### src/rtl/lrl_pkg.sv
// Package for the LRU recency list: key type, field widths, reset values
// and the controller state type. No dependencies.
package lrl_pkg;

  localparam int unsigned KEY_W = 32;
  localparam int unsigned OCC_W = 4;
  localparam int unsigned CFG_W = 4;

  localparam logic [CFG_W-1:0] CFG_LIMIT_RESET = 4'd8;

  typedef logic signed [KEY_W-1:0] key_t;

  // Controller states.
  typedef enum logic [2:0] {
    S_IDLE,
    S_SCAN,
    S_TRIM,
    S_EVICT,
    S_SHIFT,
    S_FRONT
  } state_e;

endpackage

### src/rtl/lrl_access_if.sv
// Valid/ready interfaces for the access channel and the result channel.
// Depends on lrl_pkg for the key type and field widths.
interface lrl_access_if;
  import lrl_pkg::*;

  logic valid;
  logic ready;
  key_t access_key;

  modport source (output valid, output access_key, input ready);
  modport sink (input valid, input access_key, output ready);
endinterface

interface lrl_result_if;
  import lrl_pkg::*;

  logic             valid;
  logic             ready;
  logic             hit;
  logic             evicted;
  key_t             evicted_key;
  logic [OCC_W-1:0] occupancy;

  modport source (output valid, output hit, output evicted, output evicted_key,
                  output occupancy, input ready);
  modport sink (input valid, input hit, input evicted, input evicted_key,
                input occupancy, output ready);
endinterface

### src/rtl/lru_recency_list.sv
// Top level of the LRU recency list: controller, configuration register and
// result register. Depends on lrl_pkg, the channel interfaces and lrl_keystore.

// Keeps up to capacity_limit keys ordered from most to least recently used in
// a single-port-write, registered-read key memory. Each access transaction is
// processed one at a time: the controller scans the memory from the front, one
// key per cycle, then shifts the more recent keys back one slot per cycle and
// writes the accessed key to the front. The controller returns to idle before
// it accepts the next transaction, and a stalled result register holds the
// controller until it drains. A miss with a full store evicts the least recent
// key and reports it. The store starts empty after reset, with capacity_limit
// at 8; a limit of 0 acts as 1 and a limit above CAPACITY acts as CAPACITY.
module lru_recency_list #(
  parameter int unsigned CAPACITY = 8
) (
  input  logic                        clk_i,
  input  logic                        rst_ni,
  input  logic                        cfg_we_i,
  input  logic [lrl_pkg::CFG_W-1:0]   cfg_wdata_i,
  lrl_access_if.sink                  req_i,
  lrl_result_if.source                rsp_o
);
  import lrl_pkg::*;

  localparam int unsigned AW = $clog2(CAPACITY);
  localparam int unsigned CW = $clog2(CAPACITY + 1);
  localparam int unsigned LW = (CW > CFG_W) ? CW : CFG_W;

  state_e           state_q, state_d;
  logic [CFG_W-1:0] cfg_q;
  key_t             key_q;
  logic [CW-1:0]    count_q, count_d;
  logic [AW-1:0]    idx_q, idx_d;
  logic [AW-1:0]    widx_q, widx_d;
  logic             hit_q, hit_d;
  logic             ev_q, ev_d;
  key_t             evkey_q, evkey_d;

  logic             out_valid_q;
  logic             out_hit_q;
  logic             out_ev_q;
  key_t             out_evkey_q;
  logic [OCC_W-1:0] out_occ_q;
  logic             out_load;

  logic          mem_we;
  logic [AW-1:0] mem_waddr;
  key_t          mem_wdata;
  logic [AW-1:0] mem_raddr;
  key_t          mem_rdata;

  logic [LW-1:0] lim_wide;
  logic [CW-1:0] eff_lim;
  logic [CW-1:0] trim_n;
  logic          slot_free;

  // Key memory.
  lrl_keystore #(
    .DEPTH(CAPACITY),
    .AW   (AW)
  ) u_keystore (
    .clk_i  (clk_i),
    .we_i   (mem_we),
    .waddr_i(mem_waddr),
    .wdata_i(mem_wdata),
    .raddr_i(mem_raddr),
    .rdata_o(mem_rdata)
  );

  // Effective limit: zero acts as one, values above the slot count saturate.
  always_comb begin
    lim_wide = LW'(cfg_q);
    if (lim_wide == '0) begin
      lim_wide = LW'(1);
    end else if (lim_wide > LW'(CAPACITY)) begin
      lim_wide = LW'(CAPACITY);
    end
    eff_lim = CW'(lim_wide);
    trim_n  = (count_q > eff_lim) ? eff_lim : count_q;
  end

  assign slot_free   = !out_valid_q || rsp_o.ready;
  assign req_i.ready = (state_q == S_IDLE);

  // Configuration register.
  always_ff @(posedge clk_i or negedge rst_ni) begin
    if (!rst_ni) begin
      cfg_q <= CFG_LIMIT_RESET;
    end else if (cfg_we_i) begin
      cfg_q <= cfg_wdata_i;
    end
  end

  // Controller state and occupancy registers.
  always_ff @(posedge clk_i or negedge rst_ni) begin
    if (!rst_ni) begin
      state_q <= S_IDLE;
      count_q <= '0;
    end else begin
      state_q <= state_d;
      count_q <= count_d;
    end
  end

  // Per-transaction working registers.
  always_ff @(posedge clk_i) begin
    idx_q   <= idx_d;
    widx_q  <= widx_d;
    hit_q   <= hit_d;
    ev_q    <= ev_d;
    evkey_q <= evkey_d;
    if (req_i.valid && req_i.ready) begin
      key_q <= req_i.access_key;
    end
  end

  // Next state, memory accesses and working register updates.
  always_comb begin
    state_d   = state_q;
    count_d   = count_q;
    idx_d     = idx_q;
    widx_d    = widx_q;
    hit_d     = hit_q;
    ev_d      = ev_q;
    evkey_d   = evkey_q;
    mem_we    = 1'b0;
    mem_waddr = '0;
    mem_wdata = key_q;
    mem_raddr = '0;
    out_load  = 1'b0;

    unique case (state_q)
      S_IDLE: begin
        if (req_i.valid) begin
          hit_d   = 1'b0;
          ev_d    = 1'b0;
          evkey_d = '0;
          idx_d   = '0;
          if (count_q == '0) begin
            state_d = S_TRIM;
          end else begin
            mem_raddr = '0;
            state_d   = S_SCAN;
          end
        end
      end

      // Compare the key read at idx_q; fetch the next one on a mismatch.
      S_SCAN: begin
        if (mem_rdata == key_q) begin
          hit_d = 1'b1;
          if (idx_q == '0) begin
            state_d = S_FRONT;
          end else begin
            mem_raddr = idx_q - AW'(1);
            widx_d    = idx_q;
            state_d   = S_SHIFT;
          end
        end else if ((CW'(idx_q) + CW'(1)) < count_q) begin
          mem_raddr = idx_q + AW'(1);
          idx_d     = idx_q + AW'(1);
        end else begin
          state_d = S_TRIM;
        end
      end

      // Miss: drop keys beyond the limit, then evict the tail if full.
      S_TRIM: begin
        if (trim_n == eff_lim) begin
          mem_raddr = AW'(trim_n - CW'(1));
          count_d   = trim_n - CW'(1);
          state_d   = S_EVICT;
        end else begin
          count_d = trim_n;
          if (trim_n == '0) begin
            state_d = S_FRONT;
          end else begin
            mem_raddr = AW'(trim_n - CW'(1));
            widx_d    = AW'(trim_n);
            state_d   = S_SHIFT;
          end
        end
      end

      // Capture the evicted key and start moving the rest back.
      S_EVICT: begin
        ev_d    = 1'b1;
        evkey_d = mem_rdata;
        if (count_q == '0) begin
          state_d = S_FRONT;
        end else begin
          mem_raddr = AW'(count_q - CW'(1));
          widx_d    = AW'(count_q);
          state_d   = S_SHIFT;
        end
      end

      // Write the key read from widx_q-1 into widx_q, fetch the one below it.
      S_SHIFT: begin
        mem_we    = 1'b1;
        mem_waddr = widx_q;
        mem_wdata = mem_rdata;
        if (widx_q == AW'(1)) begin
          state_d = S_FRONT;
        end else begin
          mem_raddr = widx_q - AW'(2);
          widx_d    = widx_q - AW'(1);
        end
      end

      // Place the key at the front and hand over the result.
      S_FRONT: begin
        if (slot_free) begin
          mem_we    = 1'b1;
          mem_waddr = '0;
          mem_wdata = key_q;
          out_load  = 1'b1;
          if (!hit_q) begin
            count_d = count_q + CW'(1);
          end
          state_d = S_IDLE;
        end
      end

      default: begin
        state_d = S_IDLE;
      end
    endcase
  end

  // Result register valid flag.
  always_ff @(posedge clk_i or negedge rst_ni) begin
    if (!rst_ni) begin
      out_valid_q <= 1'b0;
    end else if (out_load) begin
      out_valid_q <= 1'b1;
    end else if (rsp_o.ready) begin
      out_valid_q <= 1'b0;
    end
  end

  // Result register payload.
  always_ff @(posedge clk_i) begin
    if (out_load) begin
      out_hit_q   <= hit_q;
      out_ev_q    <= ev_q;
      out_evkey_q <= evkey_q;
      out_occ_q   <= OCC_W'(count_d);
    end
  end

  assign rsp_o.valid       = out_valid_q;
  assign rsp_o.hit         = out_hit_q;
  assign rsp_o.evicted     = out_ev_q;
  assign rsp_o.evicted_key = out_evkey_q;
  assign rsp_o.occupancy   = out_occ_q;

endmodule

### src/rtl/lrl_keystore.sv
// Key storage of the LRU recency list: one write port and one read port
// with registered read data. Depends on lrl_pkg for the key type.
module lrl_keystore #(
  parameter int unsigned DEPTH = 8,
  parameter int unsigned AW    = 3
) (
  input  logic          clk_i,
  input  logic          we_i,
  input  logic [AW-1:0] waddr_i,
  input  lrl_pkg::key_t wdata_i,
  input  logic [AW-1:0] raddr_i,
  output lrl_pkg::key_t rdata_o
);
  import lrl_pkg::*;

  key_t mem_q [DEPTH];
  key_t rdata_q;

  // Write port.
  always_ff @(posedge clk_i) begin
    if (we_i) begin
      mem_q[waddr_i] <= wdata_i;
    end
  end

  // Registered read port.
  always_ff @(posedge clk_i) begin
    rdata_q <= mem_q[raddr_i];
  end

  assign rdata_o = rdata_q;

endmodule

### src/flat_wrapper.sv
// flat-port wrapper written by rule: the top's interface ports become plain ports
module lru_recency_list_flat import lrl_pkg::*;
#(
  parameter int unsigned CAPACITY = 8
)
  (clk_i, rst_ni, cfg_we_i, cfg_wdata_i, req_i_valid, req_i_access_key, req_i_ready, rsp_o_valid, rsp_o_hit, rsp_o_evicted, rsp_o_evicted_key, rsp_o_occupancy, rsp_o_ready);
  lrl_access_if req_i_i ();
  lrl_result_if rsp_o_i ();
  input  logic clk_i;
  input  logic rst_ni;
  input  logic cfg_we_i;
  input  logic [lrl_pkg::CFG_W-1:0] cfg_wdata_i;
  input wire logic [$bits(req_i_i.valid)-1:0] req_i_valid;
  input wire logic [$bits(req_i_i.access_key)-1:0] req_i_access_key;
  output wire logic [$bits(req_i_i.ready)-1:0] req_i_ready;
  output wire logic [$bits(rsp_o_i.valid)-1:0] rsp_o_valid;
  output wire logic [$bits(rsp_o_i.hit)-1:0] rsp_o_hit;
  output wire logic [$bits(rsp_o_i.evicted)-1:0] rsp_o_evicted;
  output wire logic [$bits(rsp_o_i.evicted_key)-1:0] rsp_o_evicted_key;
  output wire logic [$bits(rsp_o_i.occupancy)-1:0] rsp_o_occupancy;
  input wire logic [$bits(rsp_o_i.ready)-1:0] rsp_o_ready;
  assign req_i_i.valid = req_i_valid;
  assign req_i_i.access_key = req_i_access_key;
  assign req_i_ready = req_i_i.ready;
  assign rsp_o_valid = rsp_o_i.valid;
  assign rsp_o_hit = rsp_o_i.hit;
  assign rsp_o_evicted = rsp_o_i.evicted;
  assign rsp_o_evicted_key = rsp_o_i.evicted_key;
  assign rsp_o_occupancy = rsp_o_i.occupancy;
  assign rsp_o_i.ready = rsp_o_ready;
  lru_recency_list #(.CAPACITY(CAPACITY)) u_core (.clk_i(clk_i), .rst_ni(rst_ni), .cfg_we_i(cfg_we_i), .cfg_wdata_i(cfg_wdata_i), .req_i(req_i_i), .rsp_o(rsp_o_i));
endmodule
### config.mk
export PLATFORM = sky130hd
export DESIGN_NAME = lru_recency_list_flat
export DESIGN_NICKNAME = d
export VERILOG_FILES = /design/src/rtl/lrl_pkg.sv /design/src/rtl/lrl_access_if.sv /design/src/rtl/lru_recency_list.sv /design/src/rtl/lrl_keystore.sv /design/src/flat_wrapper.sv
export SDC_FILE = /design/constraint.sdc
export NUM_CORES = 1
export LEC_CHECK = 0
export BUFFER_PORTS_ARGS = -buffer_cell sky130_fd_sc_hd__buf_2
export CORE_MARGIN = 5
export CORE_UTILIZATION = 55
export CTS_BUF_LIST = sky130_fd_sc_hd__clkbuf_4
export DETAILED_ROUTE_END_ITERATION = 16
export PLACE_DENSITY = 0.72
export SYNTH_ARGS = -nofsm -noshare
export SYNTH_HDL_FRONTEND = slang
export SYNTH_SLANG_ARGS = --single-unit
### constraint.sdc
create_clock -name clk_i -period 6 [get_ports clk_i]
set_input_delay 1.5 -clock clk_i [delete_from_list [all_inputs] [get_ports clk_i]]
set_output_delay 1.5 -clock clk_i [all_outputs]
set_load 0.1 [all_outputs]
# ---- Yosys cells after proc, flatten, opt, wreduce, memory -nomap -nowiden
# Memories as Yosys holds them, arrays and structs flattened. A register that Yosys moved wholly into a read port is not among the register bits.
# Cells that the tools add are included.
dict set report word_totals {
  reg_bits 122
  ramBits 256
  output_inout_bits 40
  mem_count 1
}
# name depth word_bits rd rd_clocked_by_memory_dff wr line
set mem_list {}
lappend mem_list {u_core.u_keystore.mem_q 8 32 1 1 1 lrl_keystore.sv:16} ;# key_t mem_q [DEPTH];
dict set report classes {
  n_addsub 8
  order_cmp 3
  eq_ne 20
  mux 52
  reduce_logical 17
}
# cell n
set ops {}
lappend ops {{$mux 3} 23}
lappend ops {{$mux 32} 2}
lappend ops {{$pmux 32 s2} 1}
lappend ops {{$eq 32x32->1} 1}
lappend ops {{$mux 4} 6}
lappend ops {{$pmux 3 s4} 2}
lappend ops {{$pmux 3 s6} 1}
lappend ops {{$ne 2x2->1 const B} 7}
lappend ops {{$logic_not 4->1} 3}
lappend ops {{$mux 1} 11}
lappend ops {{$sub 3x1->3 const B} 3}
lappend ops {{$ne 2x1->1 const B} 4}
lappend ops {{$pmux 4 s2} 1}
lappend ops {{$reduce_and 4->1} 2}
lappend ops {{$reduce_and 7->1} 1}
lappend ops {{$eq 3x1->1 const B} 2}
lappend ops {{$eq 3x2->1 const B} 2}
lappend ops {{$eq 3x3->1 const B} 2}
lappend ops {{$logic_not 3->1} 2}
lappend ops {{$pmux 1 s2} 3}
lappend ops {{$pmux 3 s2} 1}
lappend ops {{$reduce_bool 2->1} 3}
lappend ops {{$add 3x1->4 const B} 1}
lappend ops {{$add 4x1->4 const B} 1}
lappend ops {{15 further kinds} 15}

# ---- Depth between registers and ports, before layout
# Gate-level depths: netlist of run 1.
dict set report logic_depth {
  depth_word 9
  ltp_mapped 14
  mapped_depth_nobuf 11
}

# ---- Modules after synthesis
# Synthesis of run 1 repeated with hierarchy kept, for this count alone.
dict set report hier_totals {
  hier_cells 857
  hier_area_um2 16356.9
}
# mod instances cells_each area_each_um2
set by_module_without_submodules {}
lappend by_module_without_submodules {lrl_keystore 1 415 10466.3}
lappend by_module_without_submodules {lru_recency_list 1 442 5890.6}

# ---- Least setup slack after synthesis of run 1
# No wires, ideal clock.
dict set report synth_timing {
  kind {reg2reg}
  startpoint {register u_core.state_q[1]}
  endpoint {memory u_core.u_keystore.mem_q[2][0] in the netlist's numbering, enable pin}
  arrival_time_ns 4.083
  required_time_ns 5.498
  setup_slack_ns 1.415
  stages_incl_launch_ff 5
  path_buffers 2
  period_less_slack_ns 4.585
  cell_sequence {dfrtp_1 -> buf_2 -> or3b_1 -> buf_2 -> nor4_1}
}
dict set report synth_between {
  elab_chain_len 4
}
# item line
set synth_lines {}
lappend synth_lines {{start: declaration} lru_recency_list.sv:29} ;# state_e state_q, state_d;
lappend synth_lines {{start signal: assignment} lru_recency_list.sv:100} ;# state_q <= state_d;
lappend synth_lines {{$eq 3x3->1} lru_recency_list.sv:132} ;# unique case (state_q)
lappend synth_lines {{$pmux 1 s2} lru_recency_list.sv:132}
lappend synth_lines {{$mux 1} lrl_keystore.sv:21} ;# if (we_i) begin
lappend synth_lines {{$mux 1 (not written as such)} lrl_keystore.sv:22} ;# mem_q[waddr_i] <= wdata_i;
lappend synth_lines {{end: declaration} lrl_keystore.sv:16}
# Parallel ways exist; a longest one is shown, timed or not.

# ---- Final worst setup path of run 1
dict set report layout_timing {
  startpoint {register u_core.cfg_q[3]}
  endpoint {register u_core.u_keystore.rdata_q[17], in the netlist u_core.u_keystore.rdata_o[17], read port of u_core.u_keystore.mem_q}
}
dict set report layout_between {
  elab_chain_len 9
}
# item line
set layout_lines {}
lappend layout_lines {{start: declaration} lru_recency_list.sv:30} ;# logic [CFG_W-1:0] cfg_q;
lappend layout_lines {{start signal: assignment} lru_recency_list.sv:90} ;# cfg_q <= cfg_wdata_i;
lappend layout_lines {{$gt 4x4->1} lru_recency_list.sv:75} ;# end else if (lim_wide > LW'(CAPACITY)) begin
lappend layout_lines {{$mux 4} lru_recency_list.sv:75}
lappend layout_lines {{$mux 4 *} lru_recency_list.sv:73} ;# if (lim_wide == '0) begin
lappend layout_lines {{$gt 4x4->1} lru_recency_list.sv:79} ;# trim_n = (count_q > eff_lim) ? eff_lim : count_q;
lappend layout_lines {{$mux 4} lru_recency_list.sv:79}
lappend layout_lines {{$sub 4x1->4 / $logic_not 4->1 (equally long branches)} {lru_recency_list.sv:170, lru_recency_list.sv:178, lru_recency_list.sv:175}}
lappend layout_lines {{$mux 3} lru_recency_list.sv:175} ;# if (trim_n == '0) begin
lappend layout_lines {{$mux 3 *} lru_recency_list.sv:169} ;# if (trim_n == eff_lim) begin
lappend layout_lines {{$pmux 3 s4 *} lru_recency_list.sv:132}
lappend layout_lines {{end: declaration} lrl_keystore.sv:17} ;# key_t rdata_q;
# Mark *: on every way between the ends. The rest lies on a longest branch, timed or not.
# A chain may end at the register's enable or synchronous reset.

==> results of run 1 <==
==> cell usage in the layout (no fill, tap or decap), drive strengths merged, types with 3 or more instances in the layout <==
cell,synthesis,routed
o221ai,3,3
o21ai,21,21
xor2,33,33
clkbuf,25,156
dfxtp,32,32
o211ai,5,5
clkinv,0,25
mux2,128,128
and2,36,36
nand3,8,8
nand2b,5,5
or2,5,5
nand2,119,119
or3,3,3
a2111oi,3,3
a211oi,3,3
nand4,5,5
nor2b,3,3
nor3,15,15
dfrtp,11,11
ha,15,15
inv,23,27
nor2,54,54
nor3b,4,4
o21a,3,3
buf,27,94
xnor2,3,3
o22ai,65,65
edfxtp,366,366
nor4,11,11
a21oi,18,18
==> final timing paths <==
path | startpoint | endpoint | slack, ns | cells after the start
worst max register to register | u_core.cfg_q[3] | u_core.u_keystore.rdata_o[17] | 1.51 | 11
worst min-delay path | u_core.evkey_q[6] | u_core.rsp_o.evicted_key[6] | 0.42 | 0
min in group asynchronous | rst_ni | u_core.rsp_o.valid | 0.64 | 1
max in group asynchronous | rst_ni | u_core.cfg_q[3] | 5.07 | 1
worst min register to register | u_core.evkey_q[6] | u_core.rsp_o.evicted_key[6] | 0.42 | 0
worst max-delay path | u_core.cfg_q[3] | u_core.u_keystore.rdata_o[17] | 1.51 | 11
==> power by group through the flow <==
stage | clock [W] | combinational (W) | sequential (W)
floorplan | 0 | 0.00259 | 0.00479
global placement | 0 | 0.00368 | 0.00456
detailed placement | 0 | 0.00378 | 0.00459
CTS | 0.00232 | 0.00379 | 0.00453
global route | 0.00249 | 0.00410 | 0.00459
finish | 0.00226 | 0.00379 | 0.00453
==> sequential cells by signal, summed over array words and instances (netlist names), 3 cells and up <==
| signal | cells |
|---|---|
| u_core.u_keystore.mem_q | 256 |
| u_core.evkey_q | 32 |
| u_core.key_q | 32 |
| u_core.rsp_o.evicted_key | 32 |
| u_core.u_keystore.rdata_o | 32 |
| u_core.cfg_q | 4 |
| u_core.count_q | 4 |
| u_core.rsp_o.occupancy | 4 |
| u_core.idx_q | 3 |
| u_core.state_q | 3 |
| u_core.widx_q | 3 |
==> per-stage QoR <==
stage                     hold slack, ns  cells  area, um^2  setup WS (ns)
after floorplan                   0.4003   1091       16570          1.415
after global placement            0.4038   1523       17340          1.713
after detailed placement          0.4045   1523       17340          1.612
after CTS                         0.3958   1708       18640          1.544
after global routing              0.4266   1709       18640          1.235
final                             0.4160   1709       18640          1.514
==> cell families (layout without fill, tap and decap cells) <==
family	Yosys count	after routing	synth area share [%]
DFF	410	410	71.99
and+or+nand+nor	278	278	7.919
AOI/OAI and AO/OA	148	148	5.964
muxes	129	129	8.757
buffers and inverters	75	302	2.333
xor gates and xnor gates	36	36	1.902
adders and majority gates	15	15	1.132
other	0	1	0
==> per-layer routing <==
| metal | global-route usage, % | up-vias |
|---|---|---|
| li1 | - | 4486 |
| met1 | 29.99 | 4843 |
| met2 | 35.08 | 425 |
| met3 | 3.997 | 72 |
| met4 | 7.986 | 0 |
| met5 | 0 | - |
==> final cells by class <==
cell class	count	area (um^2)
Antenna cell	1	2.502
Tap cell	390	488.0
Inverter	23	86.33
Multi-Input combinational cell	606	4319
Fill cell	2207	11070
Sequential cell	410	11930
Clock inverter	29	125.1
Clock buffer	156	1171
Timing Repair Buffer	94	518.0
==> impl_summary.md, run 1 <==
Status
The run finished with clean final reports.

Pwr
The power consumption is 0.01058 W. Cell internal power was estimated by the tool at 0.006561 W. For this design the ratio of total power to cell area is 567.8 nW/um^2.

Sequential cells account for 42.8% of the total power. The share of total power dissipated in the clock network is 21.3%. The combinational cell fraction of total power is 35.8%. Across the VDD grid, the largest voltage drop is 0.3400 mV. The analysis attributes to net switching a power of 0.004024 W.

The switching part of the total power is 38.01%. In this run the static leakage power is 6.712 nW.

Critical path
The signal on the critical path passes through inv_1 -> nand2_1 -> ha_1 -> a2111oi_4 -> or2_0 -> a211o_1 -> a311o_2 -> buf_12 -> mux2_2 -> o22ai_1 -> nor2_1. STA puts the critical path data arrival time at 5.06 ns. By startpoint and endpoint, the worst setup path is classified as flop to flop. The critical path contains buffers and inverters numbering 2 combined. The worst setup path is launched from a flop.

For the worst setup path, the data required time is 6.57 ns. STA classifies the critical path endpoint as a flop. The critical path's top delay family is compound AO/OA/AOI/OAI gates. The largest fanout of any net on the critical path is 102. The stage delay of the slowest cell on the critical path is 0.71 ns. The standard cell with the maximum stage delay on the critical path is or2_0.

Floorplan
The region available for standard cell placement spans 29720 um^2. For this configuration, the core starts out at a cell density of 55.77%. Measured along the x axis, the die boundary spans 183.6 um. The count of standard-cell rows is 63. 81 I/O pins were placed. The die covers 33710 um^2.

The die is 183.6 um tall.

Placement
The number of buffers inserted by port buffering is 80. The half-perimeter wire length of the detailed placement result is 20.65 mm. The congestion estimate from routability-driven global placement came to 0.8629.

STA
At the pin with the least slew margin, the transition time is 1.035 ns. The max-slew violation count is 0. The worst pin sits at a relative slew slack of 30.98%. The number of setup violations in the final report is 0.

The share of the cycle needed by the critical path after routing is 74.77%. The shortest period the worst path allows is 4.486 ns. The worst clock skew on the final layout is 0.05916 ns.

Summed over all failing endpoints, the final setup total negative slack is 0 ns. The number of endpoints with negative hold slack in the final report is 0. Static timing analysis puts the maximum clock frequency at 222.9 MHz. Setup repair after global routing left no endpoint under its margin.

Route
The per-cell via count in the routed design is 5.750. The average wire length per cell after detail routing is 21.44 um. The uppermost layer routed is met4. The number of remaining DRC errors is 0. The met3 wire length is 2.761 mm. The total routed wirelength is 36.65 mm. The length of routed wiring on met1 is 15.45 mm. The first detailed-routing pass took 6 iterations. The DRC violation total after the first TritonRoute iteration is 935.

After detailed routing, the met2 layer carries 17.64 mm of wire. Once detail routing completed, the nets flagged for antenna violations numbered 0. The total number of vias is 9826.

Clocking
CTS built an H-tree with a depth of 3. In this run the clock root is driven by a clkbuf_4. The number of buffers inserted by post-CTS setup repair is 0. Post-CTS repair changed the size of 0 cells. The number of buffers between clock root and the deepest sink is 3. The clock-pin slew of the registers on the worst-case setup and hold paths is 0.06 ns. The hold-fix buffer count after cts is 0. The clock drives 410 sinks. In this run, CTS created clock tree buffers numbering 102. The CTS tree is built.

At the later pin of the worst-skew pair, clock insertion delay measures 0.74 ns.

Layout
Cells fill 62.73% of the core in the end. The post-route netlist has 26.78% of its cells at a drive strength greater than 1. After the last flow step, the layout net total stands at 1293.

The synthesis-to-finish area growth is 12.48%.

Run
The max-capacitance violation count is 0.

Global routing
The largest net degree at the start of global routing is 103. After global routing the overflow that remains totals 0. The wire length of the first global-routing pass is 55.92 mm. The global-route total usage across every layer is 21.77%.

The initial antenna violation count was 1. The number of global-route vias before repair is 9876.

Logic synthesis
The total number of yosys warnings is 0. The dominant register cell in the synthesized netlist is edfxtp_1. The post-synthesis async set-or-reset flop share is 2.927%.

After technology mapping, the gate count stands at 1091. Summing every instance area after synthesis gives 16570 um^2. The average instance area after synthesis is 15.19 um^2. The synthesized design spends more area on one cell type than any other, namely edfxtp_1. In this run, synthesis inferred 366 flip-flops with an integrated enable.

The post-synth net total is 1147. The cell with the most instances after synthesis is edfxtp_1. The synthesized flop and latch total is 410. The synthesized netlist contains 69 unique library cells. The share of Yosys cell area claimed by the top area cell type is 66.31%. The sequential-to-total area share from yosys stat is 71.99%. Sorting the synthesized cells by area gives the leading types as edfxtp_1, mux2_2, mux2_1. Ranked by instance count, the synthesized netlist is headed by edfxtp_1, nand2_1, mux2_2.

Min path
The path type of the worst min-delay path is flop to flop.
Power figures use the tool's default switching activity.
==> run 2, diff against run 1 <==
--- a/config.mk
+++ b/config.mk
@@ -10,7 +10,7 @@
 export CORE_UTILIZATION = 55
 export CTS_BUF_LIST = sky130_fd_sc_hd__clkbuf_4
 export DETAILED_ROUTE_END_ITERATION = 16
-export PLACE_DENSITY = 0.72
+export PLACE_DENSITY = 0.75
 export SYNTH_ARGS = -nofsm -noshare
 export SYNTH_HDL_FRONTEND = slang
 export SYNTH_SLANG_ARGS = --single-unit
==> constraint.sdc (replaced) <==
create_clock -name clk_i -period 3.75 [get_ports clk_i]
set_input_delay 0.9375 -clock clk_i [delete_from_list [all_inputs] [get_ports clk_i]]
set_output_delay 0.9375 -clock clk_i [all_outputs]
set_load 0.1 [all_outputs]
==> impl_summary.md, run 2 (synthesized netlist as in run 1, its figures left out) <==
Pwr
In this run the static leakage power is 6.843 nW. The sequential fraction of design power is 41.8%. The worst vdd rail ir drop is 0.5870 mV. The internal power is 0.01076 W.

The share of total power in the clock network is 21.0%. Combinational logic is responsible for 37.1% of the overall power. The analysis attributes to net switching a power of 0.006528 W. Net switching is 37.76% of the power.

In this run the power density over the cells is 914.2 nW/um^2.

Critical path
In this run the worst setup path begins at u_core.idx_q[0]. STA classifies the critical path endpoint as a flop. The critical path data required time is 4.35 ns. The setup path with the least slack is of type flop to flop.

The startpoint type of the worst setup path is a flop. The startpoint identified for the worst register-to-register timing path is u_core.idx_q[0]. In this run the critical register-to-register path is captured at u_core.u_keystore.rdata_o[11]. STA puts the critical path data arrival time at 4.13 ns. The worst reg-to-reg path cell count is 13. For flop-to-flop paths, the worst setup slack is 0.22 ns. In this run the worst path has a maximum fanout of 29.

STA
The fmax is 283.6 MHz. Across all hold checks on the routed design, the worst slack comes to 0.08874 ns. The number of endpoints with negative hold slack in the final report is 0.

Setup repair after global routing left no endpoint under its margin. The slew of the pin with the lowest slew margin is 0.7880 ns. The worst clock skew on the final layout is 0.05584 ns.

The number of setup violations in the final report is 0. The shortest period the worst path allows is 3.526 ns. The max-slew violation count was 0. The share of the cycle needed by the critical path after routing is 94.02%.

The normalized max-slew margin is 47.41%.

Clocking
The number of buffers between clock root and the deepest sink is 3. CTS saw 410 sinks. The clock buffer count from CTS is 99. The cell at the root of the clock tree is clkbuf_4.

TritonCTS built the clock tree. The clock-pin slew of the registers on the worst-case setup and hold paths is 0.08 ns. The clock latency at the later pin of the worst-skew pair is 0.72 ns.

In this run the number of H-tree levels came out at 3.

Global routing
The number of global-route vias before repair came to 10079. The global-route total usage across every layer is 21.90%. Entering global routing, the biggest net connects 44 pins. The total overflow left after global routing is 0. The initial antenna violation count is 1.

The wire length of the first global-routing pass is 56.59 mm.

Floorplan
Row generation in the floorplan step produced 63 rows. The count of pins on the block boundary is 81. The die outline area is 33710 um^2. The standard cell core area is 29720 um^2. Once the floorplan was initialized, standard cells occupied 55.77% of the core. The die outline height is 183.6 um. Measured along the x axis, the die boundary spans 183.6 um.

Layout
After filler insertion, the fill cell instance count of the layout stands at 2163. The library cell used most frequently in the layout, excluding fill and tap cells, is edfxtp_1. Compared with the post-synthesis result, the final layout area differs by 14.09%. For this run, the post-layout net count is 1312. Leaving out fill and tap cells, the most frequent cells in the layout are edfxtp_1, clkbuf_4, nand2_1. The top register by number of flip-flops is u_core.u_keystore.mem_q.

The utilization after layout is 63.63%. The flip-flop count of the largest register, all copies and words added is 256. The post-route netlist has 27.50% of its cells at a drive strength greater than 1.

Route
The average wire length per cell after detail routing is 21.27 um. The total routed wirelength is 36.86 mm. The number of routed nets with antenna violations is 0. The DRC violation total after the first TritonRoute iteration is 1058. The first detailed-routing pass ran for 6 iterations. Detailed routing inserted a total of 9886 vias. In the routed design, unresolved DRC markers number 0. In the routed layout, each cell is associated on average with a via count of 5.705.

Run
Across the run, the number of max-cap violations was 0.

Min path
In this run the worst hold path is classified as primary input to async pin.

Placement
The placer congestion estimate is 0.8873. In this run the tool buffered the top-level ports with 80 buffer cells. The half-perimeter wire length of the detailed placement result is 21.58 mm.

Status
The run finished with clean final reports.
run 2: per-stage QoR:
| stage | area (um^2) | power, W | setup WS, ns | TNS [ns] | instances |
|---|---|---|---|---|---|
| 3_3_place_gp | 17580 | 0.01342 | 0.2933 | 0 | 1544 |
| 5_1_grt | 18910 | 0.01822 | 0.01828 | 0 | 1733 |
| 4_1_cts | 18890 | 0.01731 | 0.1570 | 0 | 1731 |
| 3_5_place_dp | 17580 | 0.01365 | 0.2373 | 0 | 1544 |
| 2_1_floorplan | 16580 | 0.01181 | -0.09844 | -12.60 | 1091 |
| 6_report | 18910 | 0.01729 | 0.2244 | 0 | 1733 |
run 2: timing repair:
item,CTS,global route
setup buffers,0,1
endpoints found under the hold margin,0,0
endpoints found under the setup margin,0,13
hold buffers,0,0
resized for setup,0,2
run 2: how the worst max path moves through the flow:
stage / end / slack, ns
after floorplan: u_core.u_keystore.mem_q[1][0] / -0.1
after CTS: u_core.u_keystore.rdata_o[25] / 0.16
after global routing: u_core.u_keystore.rdata_o[29] / 0.02
after global placement: u_core.u_keystore.rdata_o[25] / 0.29
final: u_core.u_keystore.rdata_o[11] / 0.22
after detailed placement: u_core.u_keystore.rdata_o[22] / 0.24
run 2: area by class of cell:
class | count | area [um^2] | share of cell area (%)
sequential | 410 | 11930 | 63.10
multi-input combinational | 606 | 4330 | 22.90
clock buffer | 158 | 1186 | 6.273
timing repair buffer | 116 | 762.0 | 4.030
tap | 390 | 488.0 | 2.581
clock inverter | 29 | 121.4 | 0.6418
inverter | 23 | 86.33 | 0.4566
antenna | 1 | 2.502 | 0.01323
run 2: power by group through the flow:
stage	Clock [W]	Sequential, W	Combinational (W)
final	0.00364	0.00723	0.00642
after detailed placement	0	0.00730	0.00634
after floorplan	0	0.00766	0.00414
after global routing	0.00398	0.00731	0.00692
after global placement	0	0.00726	0.00616
after CTS	0.00373	0.00721	0.00637
run 2: per-layer routing:
layer	global-route usage, %	routed length, um
met1	29.98	15210
met2	35.56	17850
met3	4.195	2873
met4	7.658	930
met5	0	0
run 2: critical path, cell delays in order (launching register included):
cell	delay, ns
edfxtp_1	0.46
inv_1	0.11
ha_1	0.32
ha_1	0.27
a21boi_1	0.12
o211ai_1	0.24
nand2_1	0.15
a2111oi_0	0.39
a311o_2	0.34
buf_4	0.18
buf_12	0.19
mux2_2	0.36
o22ai_1	0.16
nor2_1	0.06
==> run 3, diff against run 2 <==
--- a/config.mk
+++ b/config.mk
@@ -7,10 +7,10 @@
 export LEC_CHECK = 0
 export BUFFER_PORTS_ARGS = -buffer_cell sky130_fd_sc_hd__buf_2
 export CORE_MARGIN = 5
-export CORE_UTILIZATION = 55
+export CORE_UTILIZATION = 30
 export CTS_BUF_LIST = sky130_fd_sc_hd__clkbuf_4
 export DETAILED_ROUTE_END_ITERATION = 16
-export PLACE_DENSITY = 0.75
+export PLACE_DENSITY = 0.45
 export SYNTH_ARGS = -nofsm -noshare
 export SYNTH_HDL_FRONTEND = slang
 export SYNTH_SLANG_ARGS = --single-unit
==> impl_summary.md, run 3 (synthesized netlist as in run 1, its figures left out) <==
Critical path
STA puts the critical path data arrival time at 4.20 ns. The worst setup path is captured at a flop. The register-to-register setup slack is 0.25 ns.

The endpoint identified for the worst register-to-register timing path is u_core.u_keystore.rdata_o[24]. The path type of the worst setup path is flop to flop. The largest fanout of any net on the critical path is 29. For the worst flop-to-flop path, the logic depth is 13. The critical path data required time is 4.46 ns. The worst setup path is launched from a flop. The reg-to-reg startpoint is u_core.idx_q[0].

Floorplan
After floorplanning, the core was sized to cover 54880 um^2. The floorplan has 86 rows. The count of pins on the block boundary is 81.

The die span in x is 245.1 um. For this configuration, the core starts out at a cell density of 30.20%. The die outline height is 245.1 um. The floorplan step defined a die boundary enclosing 60050 um^2.

Min path
The worst hold path begins at req_i_access_key[30]. The endpoint with the worst hold slack is u_core.key_q[30]. The tightest min-delay check is of the primary input to flop type. Along the worst hold path, the cell count comes to 1.

Clocking
TritonCTS built the clock tree. After clock tree synthesis, the clock-pin slew on the worst setup and hold paths is 0.06 ns. The sink count of the clock tree is 410. The clock buffer count from CTS is 112. The clock latency at the later pin of the worst-skew pair is 0.84 ns. In this run the clock root is driven by a clkbuf_4. The H-tree generated during clock tree synthesis spans 3 levels. The clock passes through at most 3 buffers.

Global routing
The total grt overflow is 0. Entering global routing, the biggest net connects 59 pins. The initial antenna violation count is 2. The wire length of the first global-routing pass is 64.40 mm. The number of global-route vias before repair came to 10168. The global-route total usage across every layer is 14.20%.

Placement
The number of buffers inserted by port buffering is 80. The half-perimeter wire length of the detailed placement result is 24.61 mm. At the placement stage, the worst setup path has a slack of 0.1147 ns. The placer congestion estimate is 0.7863.

Route
The number of remaining DRC errors is 0. The detailed-routing iteration count for the pre-antenna-repair pass is 5. The total routed wirelength is 43.21 mm. The detailed router finished its first iteration with 615 violations. The average wire length per cell after detail routing is 20.75 um.

The number of routed nets with antenna violations is 0. Across all layers, the routed design uses 9724 vias. The per-cell via count in the routed design is 4.671.

STA
After layout, the worst path uses 93.23% of the clock period. Setup repair after global routing left no endpoint under its margin. The setup slack after layout is 0.2540 ns. The normalized max-slew margin is 49.32%. For this run, the top clock speed supported by timing is 286.0 MHz. The worst hold margin is 0.2780 ns. The max-slew violation count is 0. The number of endpoints with negative hold slack in the final report came to 0. Counting I/O delays and the setup requirement, the final critical path takes 3.496 ns.

The slew of the pin with the lowest slew margin is 0.7533 ns. The number of setup violations in the final report is 0. Clock skew on the completed layout was measured at 0.05015 ns.

Layout
In the layout the commonest cells are edfxtp_1, clkbuf_4, nand2_1. The most frequent standard cell in the layout excluding fill and tap cells is edfxtp_1. The net count of the finished layout is 1332. Cells with a size suffix above 1 make up 29.62% of the layout. The register with the most flip-flops in the layout has 256 of them. The synthesis-to-finish area growth is 18.43%.

u_core.u_keystore.mem_q holds more flip-flops than any other register. The utilization after layout is 35.77%.

Status
The flow ran to the end, and the final reports show no timing, DRC or antenna violations.

Run
The tool flagged a number of max-cap violations equal to 0.

Pwr
For this design the static power due to leakage is 7.023 nW. VDD sags by at most 0.4253 mV. The ratio of total power to cell area is 923.1 nW/um^2.
## run 3: worst max-delay path by stage
| stage | start | to | slack [ns] | depth (start not counted) |
|---|---|---|---|---|
| 6_report | u_core.idx_q[0] | u_core.u_keystore.rdata_o[24] | 0.25 | 13 |
| 5_1_grt | u_core.idx_q[0] | u_core.u_keystore.rdata_o[16] | 0.006 | 13 |
| 4_1_cts | u_core.idx_q[0] | u_core.u_keystore.rdata_o[11] | 0.11 | 12 |
| 3_5_place_dp | u_core.idx_q[0] | u_core.u_keystore.rdata_o[11] | 0.11 | 12 |
| 3_3_place_gp | u_core.idx_q[0] | u_core.u_keystore.rdata_o[19] | 0.17 | 12 |
| 2_1_floorplan | u_core.state_q[1] | u_core.u_keystore.mem_q[1][0] | -0.1 | 6 |
## run 3: final cells by class
cell class	count	area, um^2
inverter	23	86.33
clock buffer	185	1389
clock inverter	27	140.1
sequential	410	11930
multi-input combinational	606	4338
tap	704	880.8
timing repair buffer	123	853.3
fill	5353	35250
antenna	4	10.01
## run 3: through the flow
| stage | instances | instance area [um^2] | setup TNS (ns) | total power, W |
|---|---|---|---|---|
| 5_1_grt | 2082 | 19630 | 0 | 0.01928 |
| 2_1_floorplan | 1091 | 16580 | -12.60 | 0.01181 |
| 6_report | 2082 | 19630 | 0 | 0.01812 |
| 4_1_cts | 2075 | 19550 | 0 | 0.01831 |
| 3_3_place_gp | 1862 | 18010 | 0 | 0.01401 |
| 3_5_place_dp | 1862 | 18010 | 0 | 0.01404 |
## run 3: what timing repair did
| item | CTS | global route |
|---|---|---|
| hold buffers | 1 | 0 |
| setup endpoints to repair | 0 | 33 |
| hold endpoints to repair | 11 | 0 |
| resized for setup | 0 | 4 |
| setup buffers | 0 | 2 |
## run 3: worst max-delay path, cell delays in order (launching register included)
cell       delay, ns
edfxtp_1        0.47
inv_1           0.12
ha_1            0.32
ha_1            0.27
a21boi_1        0.13
o211ai_1        0.26
nand2_1         0.16
a2111oi_1       0.41
a311o_2         0.28
buf_12          0.15
buf_16          0.20
mux2_2          0.36
o22ai_1         0.18
nor2_1          0.06
## run 3: power breakdown
group          leakage [nW]  total [W]  switching, W  internal [W]
Clock                 0.922    0.00416       0.00187       0.00229
Combinational          2.32    0.00678       0.00451       0.00228
Sequential             3.78    0.00718      0.000515       0.00666
Total                  7.02     0.0181       0.00689        0.0112
## run 3: layer usage
metal	up-vias	part of all wire, %	global-route usage [%]
met5	-	0	0
li1	4586	-	-
met1	4828	47	19.36
met3	73	4.8	3.550
met2	237	47	22.36
met4	0	1.9	4.554
